## config.mk

```make
export PLATFORM = sky130hd
export DESIGN_NAME = motion_session_safety_gate
export DESIGN_NICKNAME = d
export VERILOG_FILES = /design/src/rtl/mssg_pkg.sv /design/src/rtl/mssg_front.sv /design/src/rtl/mssg_queue.sv /design/src/rtl/mssg_back.sv /design/src/rtl/motion_session_safety_gate.sv
export SDC_FILE = /design/constraint.sdc
export NUM_CORES = 1
export LEC_CHECK = 0
export BUFFER_PORTS_ARGS = -buffer_cell sky130_fd_sc_hd__buf_2
export CORE_MARGIN = 4
export CORE_UTILIZATION = 40
export DETAILED_ROUTE_END_ITERATION = 8
export GPL_TIMING_DRIVEN = 1
export PLACE_DENSITY = 0.54
export SKIP_CTS_REPAIR_TIMING = 1
export SLEW_MARGIN = 20
export SYNTH_ARGS = -nofsm -noshare
export SYNTH_HDL_FRONTEND = slang
export SYNTH_SLANG_ARGS = --single-unit
```

## constraint.sdc

```tcl
create_clock -name aclk -period 34.5 [get_ports aclk]
set_clock_uncertainty 0.05 [all_clocks]
set_input_delay 3.45 -clock aclk [delete_from_list [all_inputs] [get_ports aclk]]
set_output_delay 3.45 -clock aclk [all_outputs]
set_load 0.1 [all_outputs]
```

## src/rtl/mssg_pkg.sv

```systemverilog
// Package for the motion session safety gate: payload structs, codes, constants.
// No dependencies.
package mssg_pkg;

    localparam int WHEELS_DEF = 4;
    localparam logic [15:0] LEN_WHEEL = 16'd8;
    localparam logic [15:0] LEN_CALIB = 16'd4;
    localparam logic [31:0] TIMEOUT_RST = 32'd500;

    typedef enum logic [1:0] {
        MODE_BOOT     = 2'd0,
        MODE_DISARMED = 2'd1,
        MODE_ARMED    = 2'd2,
        MODE_FAULT    = 2'd3
    } mode_t;

    typedef enum logic [2:0] {
        F_NONE     = 3'd0,
        F_SELFTEST = 3'd1,
        F_PROTOCOL = 3'd2,
        F_SESSION  = 3'd3,
        F_SEQUENCE = 3'd4,
        F_TIMEOUT  = 3'd5,
        F_LOCAL    = 3'd6
    } fault_t;

    typedef enum logic [3:0] {
        S_OK           = 4'd0,
        S_BAD_PAYLOAD  = 4'd1,
        S_BAD_STATE    = 4'd2,
        S_BAD_SESSION  = 4'd3,
        S_BAD_SEQUENCE = 4'd4,
        S_HB_REQUIRED  = 4'd5,
        S_SELFTEST_REQ = 4'd6,
        S_MOTION_LOCK  = 4'd7,
        S_REJECTED     = 4'd8,
        S_FAULT_LATCH  = 4'd9,
        S_UNKNOWN      = 4'd10
    } status_t;

    typedef enum logic [3:0] {
        T_STOP      = 4'd0,
        T_DISARM    = 4'd1,
        T_CLEAR     = 4'd2,
        T_HEARTBEAT = 4'd3,
        T_ARM       = 4'd4,
        T_WHEEL     = 4'd5,
        T_CALIB     = 4'd6,
        T_UNKNOWN   = 4'd7,
        T_TICK      = 4'd8,
        T_BOOT_DONE = 4'd9,
        T_LOCAL     = 4'd10,
        T_PROTO     = 4'd11
    } req_type_t;

    typedef enum logic [1:0] {
        DRQ_NONE  = 2'd0,
        DRQ_ARM   = 2'd1,
        DRQ_WHEEL = 2'd2,
        DRQ_CALIB = 2'd3
    } drv_req_t;

    localparam logic CFG_TIMEOUT = 1'b0;
    localparam logic CFG_MOTION  = 1'b1;

    typedef struct packed {
        logic [3:0]  req_type;
        logic [15:0] pkt_len;
        logic [31:0] session_id_in;
        logic [31:0] sequence_in;
        logic [31:0] now_ms;
        logic [63:0] payload;
        logic        driver_accepts;
        logic        self_test_passed;
        logic [2:0]  local_fault_code;
    } in_item_t;

    typedef struct packed {
        logic [3:0]  status;
        logic [1:0]  ctrl_state;
        logic [2:0]  fault_now;
        logic        motor_zero;
        logic [1:0]  driver_request;
        logic [63:0] driver_payload;
    } out_item_t;

    // Classification made by the front stage.
    typedef struct packed {
        logic is_disarm;   // stop or disarm
        logic is_clear;
        logic is_hb;
        logic is_arm;
        logic is_wheel;
        logic is_calib;
        logic is_tick;
        logic is_boot;
        logic is_local;
        logic is_proto;
        logic is_unknown;
        logic len_zero;
        logic len_wheel;
        logic len_calib;
        logic sid_zero;
        logic seq_zero;
        logic [2:0] local_code;
    } cls_t;

    typedef struct packed {
        cls_t      cls;
        in_item_t  item;
    } qent_t;

endpackage

```

## src/rtl/mssg_front.sv

```systemverilog
// Front stage: accepts items, decodes the type and precomputes item-only checks.
// Depends on mssg_pkg.
module mssg_front import mssg_pkg::*; (
    input  logic     aclk,
    input  logic     aresetn,
    input  logic     s_valid,
    output logic     s_ready,
    input  in_item_t s_item,
    output logic     q_valid,
    input  logic     q_ready,
    output qent_t    q_ent
);
    logic  valid_reg, valid_next;
    qent_t ent_reg, ent_next;
    cls_t  c;

    assign s_ready = !valid_reg || q_ready;

    always_comb begin
        c = '0;
        unique case (s_item.req_type)
            T_STOP, T_DISARM: c.is_disarm = 1'b1;
            T_CLEAR:          c.is_clear  = 1'b1;
            T_HEARTBEAT:      c.is_hb     = 1'b1;
            T_ARM:            c.is_arm    = 1'b1;
            T_WHEEL:          c.is_wheel  = 1'b1;
            T_CALIB:          c.is_calib  = 1'b1;
            T_TICK:           c.is_tick   = 1'b1;
            T_BOOT_DONE:      c.is_boot   = 1'b1;
            T_LOCAL:          c.is_local  = 1'b1;
            T_PROTO:          c.is_proto  = 1'b1;
            default:          c.is_unknown = 1'b1;
        endcase
        c.len_zero  = s_item.pkt_len == 16'd0;
        c.len_wheel = s_item.pkt_len == LEN_WHEEL;
        c.len_calib = s_item.pkt_len == LEN_CALIB;
        c.sid_zero  = s_item.session_id_in == 32'd0;
        c.seq_zero  = s_item.sequence_in == 32'd0;
        // code 0 and codes above 6 map to the local fault
        c.local_code = (s_item.local_fault_code == 3'd0 || s_item.local_fault_code == 3'd7)
                       ? F_LOCAL : s_item.local_fault_code;
    end

    always_comb begin
        valid_next = valid_reg;
        ent_next   = ent_reg;
        if (s_valid && s_ready) begin
            valid_next = 1'b1;
            ent_next   = '{cls: c, item: s_item};
        end else if (q_ready) begin
            valid_next = 1'b0;
        end
    end

    always_ff @(posedge aclk) begin
        if (!aresetn) begin
            valid_reg <= 1'b0;
        end else begin
            valid_reg <= valid_next;
        end
        ent_reg <= ent_next;
    end

    assign q_valid = valid_reg;
    assign q_ent   = ent_reg;
endmodule

```

## src/rtl/mssg_queue.sv

```systemverilog
// Two-entry queue between front and back stages.
// Depends on mssg_pkg.
module mssg_queue import mssg_pkg::*; (
    input  logic  aclk,
    input  logic  aresetn,
    input  logic  in_valid,
    output logic  in_ready,
    input  qent_t in_ent,
    output logic  out_valid,
    input  logic  out_ready,
    output qent_t out_ent
);
    qent_t       mem_reg [2];
    logic        wp_reg, wp_next, rp_reg, rp_next;
    logic [1:0]  cnt_reg, cnt_next;
    logic        wr, rd;

    assign in_ready  = cnt_reg != 2'd2;
    assign out_valid = cnt_reg != 2'd0;
    assign out_ent   = mem_reg[rp_reg];
    assign wr = in_valid && in_ready;
    assign rd = out_valid && out_ready;

    always_comb begin
        wp_next  = wr ? ~wp_reg : wp_reg;
        rp_next  = rd ? ~rp_reg : rp_reg;
        cnt_next = cnt_reg + {1'b0, wr} - {1'b0, rd};
    end

    always_ff @(posedge aclk) begin
        if (!aresetn) begin
            wp_reg  <= 1'b0;
            rp_reg  <= 1'b0;
            cnt_reg <= 2'd0;
        end else begin
            wp_reg  <= wp_next;
            rp_reg  <= rp_next;
            cnt_reg <= cnt_next;
        end
        if (wr) begin
            mem_reg[wp_reg] <= in_ent;
        end
    end
endmodule

```

## src/rtl/mssg_back.sv

```systemverilog
// Back stage: holds the session state, applies one item per cycle unless the
// result is stalled, and registers the result. Depends on mssg_pkg.
module mssg_back import mssg_pkg::*; #(
    parameter int WHEELS = WHEELS_DEF
) (
    input  logic        aclk,
    input  logic        aresetn,
    input  logic        q_valid,
    output logic        q_ready,
    input  qent_t       q_ent,
    input  logic [31:0] timeout_ms,
    input  logic        motion_enabled,
    output logic        m_valid,
    input  logic        m_ready,
    output out_item_t   m_item
);
    localparam int TW = 16 * WHEELS;

    mode_t       mode_reg, mode_next;
    fault_t      fault_reg, fault_next;
    logic        st_ok_reg, st_ok_next;
    logic        open_reg, open_next;
    logic [31:0] sess_reg, sess_next;
    logic [31:0] seq_reg, seq_next;
    logic [31:0] hb_reg, hb_next;
    logic [31:0] cmd_reg, cmd_next;
    logic [TW-1:0] tgt_reg, tgt_next;
    logic        ov_reg, ov_next;
    out_item_t   out_reg, out_next;

    cls_t        c;
    in_item_t    it;
    status_t     st;
    logic        zp, drop, go_f, go_d;
    fault_t      fcode;
    drv_req_t    drq;
    logic [63:0] dpl;
    logic        hb_fresh, cmd_fresh, seq_new, sess_match, tz;
    logic        do_item;

    assign q_ready = !ov_reg || m_ready;
    assign do_item = q_valid && q_ready;
    assign c  = q_ent.cls;
    assign it = q_ent.item;

    assign hb_fresh   = (it.now_ms - hb_reg) <= timeout_ms;
    assign cmd_fresh  = (it.now_ms - cmd_reg) <= timeout_ms;
    assign seq_new    = !c.seq_zero && (it.sequence_in > seq_reg);
    assign sess_match = open_reg && (it.session_id_in == sess_reg);
    assign tz         = tgt_reg == '0;

    always_comb begin
        st = S_OK; zp = 1'b0; go_f = 1'b0; go_d = 1'b0; fcode = F_NONE;
        drq = DRQ_NONE; dpl = '0;
        st_ok_next = st_ok_reg;
        open_next = open_reg; sess_next = sess_reg; seq_next = seq_reg;
        hb_next = hb_reg; cmd_next = cmd_reg; tgt_next = tgt_reg;
        mode_next = mode_reg;
        if (c.is_disarm) begin
            if (!c.len_zero) begin go_f = 1'b1; fcode = F_PROTOCOL; st = S_BAD_PAYLOAD; end
            else go_d = 1'b1;
        end else if (c.is_clear) begin
            zp = 1'b1;
            if (!c.len_zero) st = S_BAD_PAYLOAD;
            else if (mode_reg != MODE_FAULT) st = S_BAD_STATE;
            else if (!st_ok_reg) st = S_SELFTEST_REQ;
            else begin zp = 1'b0; go_d = 1'b1; end
        end else if (c.is_tick) begin
            if (mode_reg == MODE_ARMED && (!hb_fresh || !cmd_fresh)) begin
                go_f = 1'b1; fcode = F_TIMEOUT;
            end
        end else if (c.is_boot) begin
            st_ok_next = it.self_test_passed;
            if (it.self_test_passed) go_d = 1'b1;
            else begin go_f = 1'b1; fcode = F_SELFTEST; end
        end else if (c.is_local) begin
            go_f = 1'b1; fcode = fault_t'(c.local_code);
        end else if (c.is_proto) begin
            go_f = 1'b1; fcode = F_PROTOCOL;
        end else if (mode_reg == MODE_FAULT) begin
            zp = 1'b1; st = S_FAULT_LATCH;
        end else if (c.is_hb) begin
            if (!c.len_zero || c.sid_zero) begin
                go_f = 1'b1; fcode = F_PROTOCOL; st = S_BAD_PAYLOAD;
            end else if (mode_reg != MODE_DISARMED && mode_reg != MODE_ARMED) begin
                zp = 1'b1; st = S_BAD_STATE;
            end else if (!open_reg) begin
                if (mode_reg != MODE_DISARMED || c.seq_zero) begin
                    go_f = 1'b1; fcode = F_SESSION; st = S_BAD_SESSION;
                end else begin
                    open_next = 1'b1; sess_next = it.session_id_in;
                    seq_next = it.sequence_in; hb_next = it.now_ms;
                end
            end else if (it.session_id_in != sess_reg) begin
                go_f = 1'b1; fcode = F_SESSION; st = S_BAD_SESSION;
            end else if (!seq_new) begin
                go_f = 1'b1; fcode = F_SEQUENCE; st = S_BAD_SEQUENCE;
            end else begin
                seq_next = it.sequence_in; hb_next = it.now_ms;
            end
        end else if (c.is_arm) begin
            if (!c.len_zero) begin go_f = 1'b1; fcode = F_PROTOCOL; st = S_BAD_PAYLOAD; end
            else if (mode_reg != MODE_DISARMED) begin
                go_f = 1'b1; fcode = F_PROTOCOL; st = S_BAD_STATE;
            end else if (!st_ok_reg) begin zp = 1'b1; st = S_SELFTEST_REQ; end
            else if (!sess_match) begin go_f = 1'b1; fcode = F_SESSION; st = S_BAD_SESSION; end
            else if (!seq_new) begin go_f = 1'b1; fcode = F_SEQUENCE; st = S_BAD_SEQUENCE; end
            else if (!hb_fresh) begin go_f = 1'b1; fcode = F_TIMEOUT; st = S_HB_REQUIRED; end
            else if (!tz) begin go_f = 1'b1; fcode = F_PROTOCOL; st = S_BAD_STATE; end
            else begin
                seq_next = it.sequence_in;
                if (!motion_enabled) begin zp = 1'b1; st = S_MOTION_LOCK; end
                else begin
                    drq = DRQ_ARM;
                    if (!it.driver_accepts) begin
                        go_f = 1'b1; fcode = F_LOCAL; st = S_REJECTED;
                    end else begin
                        mode_next = MODE_ARMED; cmd_next = it.now_ms;
                    end
                end
            end
        end else if (c.is_wheel || c.is_calib) begin
            if (c.is_wheel ? !c.len_wheel : !c.len_calib) begin
                go_f = 1'b1; fcode = F_PROTOCOL; st = S_BAD_PAYLOAD;
            end else if (mode_reg != MODE_ARMED) begin
                go_f = 1'b1; fcode = F_PROTOCOL; st = S_BAD_STATE;
            end else if (!sess_match) begin go_f = 1'b1; fcode = F_SESSION; st = S_BAD_SESSION; end
            else if (!seq_new) begin go_f = 1'b1; fcode = F_SEQUENCE; st = S_BAD_SEQUENCE; end
            else if (!hb_fresh) begin go_f = 1'b1; fcode = F_TIMEOUT; st = S_HB_REQUIRED; end
            else begin
                if (c.is_wheel) begin
                    drq = DRQ_WHEEL;
                    dpl = {{(64-TW){1'b0}}, it.payload[TW-1:0]};
                end else begin
                    drq = DRQ_CALIB;
                    dpl = {32'd0, it.payload[31:0]};
                end
                if (!it.driver_accepts) begin
                    go_f = 1'b1; fcode = F_LOCAL; st = S_REJECTED;
                end else begin
                    if (c.is_wheel) tgt_next = it.payload[TW-1:0];
                    seq_next = it.sequence_in; cmd_next = it.now_ms;
                end
            end
        end else begin
            go_f = 1'b1; fcode = F_PROTOCOL; st = S_UNKNOWN;
        end

        drop = go_f || go_d;
        fault_next = fault_reg;
        if (drop) begin
            zp = 1'b1; open_next = 1'b0; sess_next = '0; seq_next = '0;
            hb_next = '0; cmd_next = '0; tgt_next = '0;
            mode_next  = go_f ? MODE_FAULT : MODE_DISARMED;
            fault_next = go_f ? fcode : F_NONE;
        end
    end

    always_comb begin
        ov_next  = ov_reg;
        out_next = out_reg;
        if (do_item) begin
            ov_next = 1'b1;
            out_next.status         = st;
            out_next.ctrl_state     = mode_next;
            out_next.fault_now      = fault_next;
            out_next.motor_zero     = zp;
            out_next.driver_request = drq;
            out_next.driver_payload = dpl;
        end else if (m_ready) begin
            ov_next = 1'b0;
        end
    end

    always_ff @(posedge aclk) begin
        if (!aresetn) begin
            mode_reg  <= MODE_BOOT;
            fault_reg <= F_NONE;
            st_ok_reg <= 1'b0;
            open_reg  <= 1'b0;
            sess_reg  <= '0;
            seq_reg   <= '0;
            hb_reg    <= '0;
            cmd_reg   <= '0;
            tgt_reg   <= '0;
            ov_reg    <= 1'b0;
        end else begin
            ov_reg <= ov_next;
            if (do_item) begin
                mode_reg  <= mode_next;
                fault_reg <= fault_next;
                st_ok_reg <= st_ok_next;
                open_reg  <= open_next;
                sess_reg  <= sess_next;
                seq_reg   <= seq_next;
                hb_reg    <= hb_next;
                cmd_reg   <= cmd_next;
                tgt_reg   <= tgt_next;
            end
        end
        out_reg <= out_next;
    end

    assign m_valid = ov_reg;
    assign m_item  = out_reg;
endmodule

```

## src/rtl/motion_session_safety_gate.sv

```systemverilog
// Channel   | Ports                          | Carries
// input     | s_valid s_ready s_item         | one command packet or event
// result    | m_valid m_ready m_item         | status, state, fault, driver request
// config    | cfg_valid cfg_ready cfg_index cfg_data | timeout_ms (0), motion_enabled (1)
// One item per cycle sustained while the result output is not stalled; an accepted input
// passes through the front register, the queue and the result register in that order. The
// back stage decides each item from registered state. Synchronous active-low reset
// puts the gate in boot with no session. The queue lets the front accept while a
// result waits.
// Depends on mssg_pkg, mssg_front, mssg_queue, mssg_back.
module motion_session_safety_gate import mssg_pkg::*; #(
    parameter int WHEELS = WHEELS_DEF
) (
    input  logic        aclk,
    input  logic        aresetn,
    input  logic        s_valid,
    output logic        s_ready,
    input  in_item_t    s_item,
    output logic        m_valid,
    input  logic        m_ready,
    output out_item_t   m_item,
    input  logic        cfg_valid,
    output logic        cfg_ready,
    input  logic        cfg_index,
    input  logic [31:0] cfg_data
);
    logic        timeout_wr_unused;
    logic [31:0] timeout_reg;
    logic        motion_reg;
    logic        fq_valid, fq_ready, qb_valid, qb_ready;
    qent_t       fq_ent, qb_ent;

    assign cfg_ready = 1'b1;
    assign timeout_wr_unused = 1'b0;

    always_ff @(posedge aclk) begin
        if (!aresetn) begin
            timeout_reg <= TIMEOUT_RST;
            motion_reg  <= 1'b0;
        end else if (cfg_valid && !timeout_wr_unused) begin
            if (cfg_index == CFG_TIMEOUT) timeout_reg <= cfg_data;
            if (cfg_index == CFG_MOTION)  motion_reg  <= cfg_data[0];
        end
    end

    mssg_front u_front (
        .aclk, .aresetn, .s_valid, .s_ready, .s_item,
        .q_valid(fq_valid), .q_ready(fq_ready), .q_ent(fq_ent)
    );

    mssg_queue u_queue (
        .aclk, .aresetn,
        .in_valid(fq_valid), .in_ready(fq_ready), .in_ent(fq_ent),
        .out_valid(qb_valid), .out_ready(qb_ready), .out_ent(qb_ent)
    );

    mssg_back #(.WHEELS(WHEELS)) u_back (
        .aclk, .aresetn,
        .q_valid(qb_valid), .q_ready(qb_ready), .q_ent(qb_ent),
        .timeout_ms(timeout_reg), .motion_enabled(motion_reg),
        .m_valid, .m_ready, .m_item
    );
endmodule
```

==> results of run 1 <==
-- placed cells by master, fill, tap and decap left out, types with 24 or more instances in the layout --
master | synthesis | final
buf_4 | 7 | 26
clkbuf_16 | 0 | 92
mux2i_1 | 109 | 109
buf_2 | 16 | 300
o21ai_0 | 50 | 50
inv_1 | 186 | 185
nor3_1 | 32 | 31
a211oi_2 | 28 | 28
nand3_1 | 24 | 24
a22o_1 | 33 | 33
a211oi_1 | 79 | 79
a21oi_1 | 116 | 116
nor4_1 | 53 | 53
mux2_2 | 65 | 65
edfxtp_1 | 616 | 616
nand2_1 | 130 | 130
a21o_1 | 50 | 50
ha_1 | 163 | 163
o2bb2ai_1 | 63 | 63
nand4_1 | 35 | 35
nor2_1 | 240 | 239
dfxtp_1 | 239 | 238
xnor2_1 | 71 | 71
-- layout make-up --
| class | count | area [um2] |
|---|---|---|
| Clock buffer | 120 | 2500 |
| Sequential cell | 855 | 23300 |
| Multi-Input combinational cell | 1569 | 11500 |
| Fill cell | 7822 | 47100 |
| Inverter | 186 | 699 |
| Timing Repair Buffer | 328 | 1740 |
| Antenna cell | 5 | 12.5 |
| Clock inverter | 49 | 503 |
| Tap cell | 1165 | 1460 |
-- layer usage --
layer,global-route usage,vias to the layer above,part of all wire
li1,-,10743,-
met3,0.0334,126,0.048
met2,0.309,477,0.49
met1,0.234,10781,0.44
met5,0,-,0.00067
met4,0.0560,8,0.023
-- worst max-delay path, delay by kind of cell (launching register included) --
family	cells	cell delay, ps
compound gates	14	3480
fa+ha+maj	2	610
flops	1	680
buf+inv	4	1980
mux	1	420
xor+xnor	1	90
simple gates	8	2090
-- power breakdown --
group	total, uW	switching, uW	internal (uW)	leakage (uW)
sequential	1250	43.0	1210	0.00776
clock	972	395	577	0.00146
combinational	992	685	307	0.00573
-- kinds of logic after synthesis --
logic type	Yosys count	synth area share
DFF	855	0.648
and+or+nand+nor	615	0.0807
AOI/OAI and AO/OA	523	0.107
buffers and inverters	285	0.0330
muxes	175	0.0511
adders and majority gates	165	0.0579
xor gates and xnor gates	90	0.0219
other	1	0.000104
-- stage by stage --
step                power [uW]  utilization  area (um2)
global placement          2260        0.436       38700
finish                    3220        0.470       41700
floorplan                 2030            -       35900
CTS                       3260        0.470       41700
global route              3400        0.470       41700
detailed placement        2270        0.436       38700
-- path summary, 6_finish.rpt --
kind	start	cells after the start	to	slack (ps)
max	flip-flop	30	u_back.tgt_reg[22]	24790
max reg2reg	flip-flop	30	u_back.tgt_reg[22]	24790
min	u_front.q_ent[101]	0	u_queue.mem_reg[1][101]	390
min reg2reg	u_front.q_ent[101]	0	u_queue.mem_reg[1][101]	390
==> metrics.csv, run 1 <==
stage,metric,value,unit
floorplan,start_util,0.405,
sta,clock.fmax,103,MHz
worst_setup_path,slowest_stage,buf_4,
clock_network,cts_root_buf,clkbuf_16,
detailed_routing,via_per_inst,5.18,
sta,timing.hold.ws,388,ps
detailed_routing,ant_nets,0,
logic_synthesis,synth_nets,3097,
sta,finalCriticalPeriod,9710,ps
sta,rsz0062_at_grt,no,
sta,tightest_slew,1010,ps
worst_setup_path,cp-end-kind,flip-flop,
sta,hold_violations,0,
floorplan,num_rows,109,
finish,area_growth,16.2,%
sta,setup_viol,0,
logic_synthesis,syn_avg_cell_area,13.3,um2
place,gp_congestion,0.867,
worst_setup_path,max_stage_delay,710,ps
global_route,grt_first_pass_wirelength,133,mm
global_route,grt.overflow.total,0,
floorplan,dieArea,0.0947,mm2
place,placed_cells,4102,
floorplan,die_y,308,um
logic_synthesis,ys_seq_elements,855,
worst_setup_path,worst_path_most_repeated_cell,buf_4,
logic_synthesis,synth_top_cell_by_area,edfxtp_1,
global_route,antenna_found_initial,9,
sta,slew_violations,0,
worst_setup_path,crit_arrival,10130,ps
logic_synthesis,synthTopCellsByCount,"edfxtp_1, nor2_1, dfxtp_1, inv_1, ha_1",
worst_setup_path,path_class,reg2reg,
floorplan,die_w,308,um
logic_synthesis,synth_cells,2709,
detailed_routing,firstDrtPassIters,5,
logic_synthesis,yosys-top-cells-area,"edfxtp_1, dfxtp_1, ha_1",
worst_setup_path,cp-start-kind,flip-flop,
floorplan,io-pin-count,302,
logic_synthesis,synth_seq_area_share,0.648,
detailed_routing,vias,22135,
clock_network,path_clk_slew,60,ps
logic_synthesis,synth-edff-count,616,
run,max_cap_violations,0,
worst_setup_path,crit_required,34920,ps
global_route,grt_pass1_vias,23104,
detailed_routing,first_iter_violations,1407,
clock_network,insertion_delay,650,ps
clock_network,tritoncts,yes,
place,portBuffers,300,
detailed_routing,drc,0,
finish,largest_reg_flops,360,
sta,period_share,0.281,
clock_network,cts_buffers,90,
detailed_routing,routed_wl,85.6,mm
logic_synthesis,yosysUniqueCellTypes,77,
clock_network,cts_max_path_buffers,3,
power_and_ir_drop,ir_drop,0.0641,mV
sta,timing.final.ws_setup,24790,ps
logic_synthesis,post-synth-top-area-fraction,0.515,
outcome,status,"finished, final reports clean",
logic_synthesis,ys.flop_type,edfxtp_1,
finish,final-instance-count-excl-fill,4277,
global_route,grt.total_usage,0.180,
power_and_ir_drop,power_density,77.1,mW/mm2
logic_synthesis,yosysWarnings,0,
finish,nNetsFinal,3418,
logic_synthesis,netlist_area,0.0359,mm2
logic_synthesis,yosysMostFrequentCell,edfxtp_1,
sta,slew_headroom,0.324,
place,dpl.hpwl,59.9,mm
sta,tns,0,ps
finish,drive_above_1_share,0.188,
power_and_ir_drop,p_leak,0.0149,uW
clock_network,cts.sinks,855,
detailed_routing,wl_per_cell,20.0,um
logic_synthesis,ys_async_sr_fraction,0,
clock_network,cts-htree-levels,3,
worst_setup_path,crit_fanout,64,
min_path,min_path_type,reg2reg,
place,dpl_worst_slack,24710,ps
global_route,grt_max_degree,117,
floorplan,fp.coreArea,0.0888,mm2
Note: power is estimated with default switching activity, not from simulation.
==> inputs of run 2 (changes only) <==
--- a/config.mk
+++ b/config.mk
@@ -5,12 +5,13 @@
 export SDC_FILE = /design/constraint.sdc
 export NUM_CORES = 1
 export LEC_CHECK = 0
+export ABC_AREA = 1
 export BUFFER_PORTS_ARGS = -buffer_cell sky130_fd_sc_hd__buf_2
 export CORE_MARGIN = 4
 export CORE_UTILIZATION = 40
 export DETAILED_ROUTE_END_ITERATION = 8
 export GPL_TIMING_DRIVEN = 1
-export PLACE_DENSITY = 0.54
+export PLACE_DENSITY = 0.56
 export SKIP_CTS_REPAIR_TIMING = 1
 export SLEW_MARGIN = 20
 export SYNTH_ARGS = -nofsm -noshare
==> constraint.sdc (replaced) <==
create_clock -name aclk -period 7.77 [get_ports aclk]
set_clock_uncertainty 0.05 [all_clocks]
set_input_delay 0.777 -clock aclk [delete_from_list [all_inputs] [get_ports aclk]]
set_output_delay 0.777 -clock aclk [all_outputs]
set_load 0.1 [all_outputs]
==> metrics.csv, run 2 <==
stage,metric,value,unit,change
floorplan,die_w,316,um,+2.8%
sta,slew_headroom,0.297,,-0.0268
detailed_routing,vias,26259,,+19%
detailed_routing,wl_met3,4.83,mm,+19%
logic_synthesis,yosysMostFrequentCell,nand2_1,,
place,postPlaceCellArea,0.0408,mm2,+5.4%
place,placed_cells,5170,,+26%
sta,tightest_slew,1050,ps,+33.7 ps
finish,drive_above_1_share,0.145,,-0.0431
logic_synthesis,synthTopCellsByCount,"nand2_1, edfxtp_1, nor2_1, inv_1, dfxtp_1",,
logic_synthesis,post-synth-top-area-fraction,0.487,,-0.0281
worst_setup_path,r2r_slack,730,ps,-24060 ps
worst_setup_path,max_stage_delay,430,ps,-280 ps
global_route,antenna_found_initial,9,,unchanged
min_path,min_path_type,in2reg,,
logic_synthesis,syn_avg_cell_area,10.2,um2,-23%
detailed_routing,wl_per_cell,17.7,um,-12%
detailed_routing,met1_length,43.8,mm,+17%
global_route,grt_max_degree,137,,+17%
worst_setup_path,worst_path_most_repeated_cell,nand2_1,,
logic_synthesis,yosys-top-cells-area,"edfxtp_1, dfxtp_1, nand2_1",,
sta,clock.fmax,142,MHz,+38%
logic_synthesis,ys_seq_elements,855,,unchanged
place,dpl_worst_slack,-155,ps,-24860 ps
sta,hold_violations,0,,unchanged
worst_setup_path,cp-end-kind,flip-flop,,
floorplan,io-pin-count,302,,unchanged
logic_synthesis,synth_top_cell_by_area,edfxtp_1,,
floorplan,fp.coreArea,0.0937,mm2,+5.6%
finish,final_cell_mix,"nand2_1, edfxtp_1, nor2_1, inv_1, buf_2",,
clock_network,cts.sinks,855,,unchanged
floorplan,num_rows,112,,+2.8%
worst_setup_path,slowest_stage,dfxtp_4,,
sta,rsz0062_at_grt,no,,
logic_synthesis,synth_seq_area_share,0.613,,-0.0354
logic_synthesis,ys.flop_type,edfxtp_1,,
detailed_routing,firstDrtPassIters,5,,unchanged
worst_setup_path,path_class,reg2reg,,
global_route,grt.total_usage,0.185,,+0.00479
clock_network,cts_root_buf,clkbuf_16,,
sta,period_share,0.906,,+0.625
worst_setup_path,cp-start-kind,flip-flop,,
logic_synthesis,synth_nets,4102,,+32%
logic_synthesis,synth_cells,3714,,+37%
sta,timing.final.ws_setup,730,ps,-24060 ps
detailed_routing,via_per_inst,4.90,,-5.4%
worst_setup_path,crit_required,8300,ps,-26620 ps
run,max_cap_violations,0,,unchanged
logic_synthesis,yosysUniqueCellTypes,55,,-29%
detailed_routing,routed_wl,94.9,mm,+11%
logic_synthesis,ys_async_sr_fraction,0,,unchanged
place,gp_congestion,0.868,,about the same
global_route,grt_pass1_vias,25392,,+9.9%
clock_network,cts-htree-levels,3,,unchanged
detailed_routing,ant_nets,0,,unchanged
power_and_ir_drop,power_density,469,mW/mm2,+510%
global_route,grt_first_pass_wirelength,144,mm,+8.1%
finish,design_area,0.0443,mm2,+6.1%
place,portBuffers,300,,unchanged
finish,final-instance-count-excl-fill,5362,,+25%
worst_setup_path,crit_arrival,7570,ps,-2560 ps
detailed_routing,drc,0,,unchanged
clock_network,cts_max_path_buffers,3,,unchanged
power_and_ir_drop,ir_drop,0.277,mV,+330%
logic_synthesis,yosysWarnings,0,,unchanged
finish,utilization,0.472,,+0.00242
clock_network,tritoncts,yes,,
outcome,status,"finished, final reports clean",,
detailed_routing,first_iter_violations,1773,,+26%
floorplan,dieArea,0.100,mm2,+5.6%
floorplan,start_util,0.405,,+0.000697
logic_synthesis,netlist_area,0.0380,mm2,+5.8%
sta,finalCriticalPeriod,7040,ps,-2670 ps
sta,slew_violations,0,,unchanged
sta,setup_viol,0,,unchanged
finish,num-fill-cells,8773,,+12%
global_route,grt.overflow.total,0,,unchanged
clock_network,path_clk_slew,60,ps,about the same
clock_network,cts_buffers,94,,+4.4%
logic_synthesis,synth-edff-count,616,,unchanged
finish,final_common_cell,nand2_1,,
worst_setup_path,crit_fanout,28,,-56%
power_and_ir_drop,p_leak,0.0177,uW,+18%
finish,area_growth,16.6,%,
sta,timing.hold.ws,242,ps,-145 ps
detailed_routing,route.met2.wl,44.0,mm,+4.9%
place,dpl.hpwl,61.9,mm,+3.3%
floorplan,die_y,316,um,+2.8%
finish,nNetsFinal,4411,,+29%
finish,largest_reg_flops,360,,unchanged
detailed_routing,highest_layer,met5,,
clock_network,insertion_delay,660,ps,about the same
[run 2: worst max-delay path: cells and delay by family, from the launching register on]
kind / cells / cell delay, ps
compound gates: 13 / 2090
xor+xnor: 1 / 170
fa+ha+maj: 2 / 600
buf+inv: 6 / 950
flops: 1 / 430
simple gates: 22 / 2620
[run 2: final timing paths]
| kind | from | endpoint | cells past startpoint |
|---|---|---|---|
| worst min-delay path | s_item[97] | u_front.q_ent[97] | 1 |
| worst max-delay path | flip-flop | u_back.tgt_reg[53] | 44 |
| worst min register to register | u_front.q_ent[101] | u_queue.mem_reg[0][101] | 0 |
| worst max register to register | flip-flop | u_back.tgt_reg[53] | 44 |
[run 2: report_power, final]
part | total (uW) | leakage [uW] | internal, uW | switching, uW
registers | 6330 | 0.00777 | 5940 | 394
clock network | 4670 | 0.00158 | 2850 | 1820
logic | 9780 | 0.00830 | 3030 | 6740
total | 20800 | 0.0177 | 11800 | 8950
[run 2: per-stage QoR]
stage	setup TNS (ps)	power [uW]
2_1_floorplan	0	13600
3_3_place_gp	0	15900
3_5_place_dp	-6740	16000
4_1_cts	-8880	20700
5_1_grt	0	22400
6_report	0	20800
[run 2: routing by layer]
layer	up-vias	track usage
met2	547	0.303
li1	13176	-
met5	-	0
met4	4	0.0514
met1	12402	0.256
met3	130	0.0322
[run 2: kinds of logic (layout without fill, tap and decap cells)]
family                     count (synthesis)  after routing  share of synthesized area
AOI/OAI and AO/OA                        574            574                     0.0837
xor gates and xnor gates                  63             63                     0.0145
adders and majority gates                165            165                     0.0547
buffers and inverters                    521            908                     0.0560
DFF                                      855            855                      0.613
muxes                                     70             70                     0.0184
other                                      1              7                  0.0000987
and+or+nand+nor                         1465           1466                      0.160
[run 2: area by class of cell]
| cell class | count | area [um2] | share of cell area |
|---|---|---|---|
| multi-input cells | 2339 | 12700 | 0.286 |
| well taps | 1254 | 1570 | 0.0354 |
| inverters | 390 | 1490 | 0.0336 |
| diodes | 6 | 15.0 | 0.000339 |
| flip-flops and latches | 855 | 23300 | 0.526 |
| clock inverters | 53 | 713 | 0.0161 |
| clock buffers | 122 | 2550 | 0.0576 |
| repair buffers | 343 | 2010 | 0.0454 |
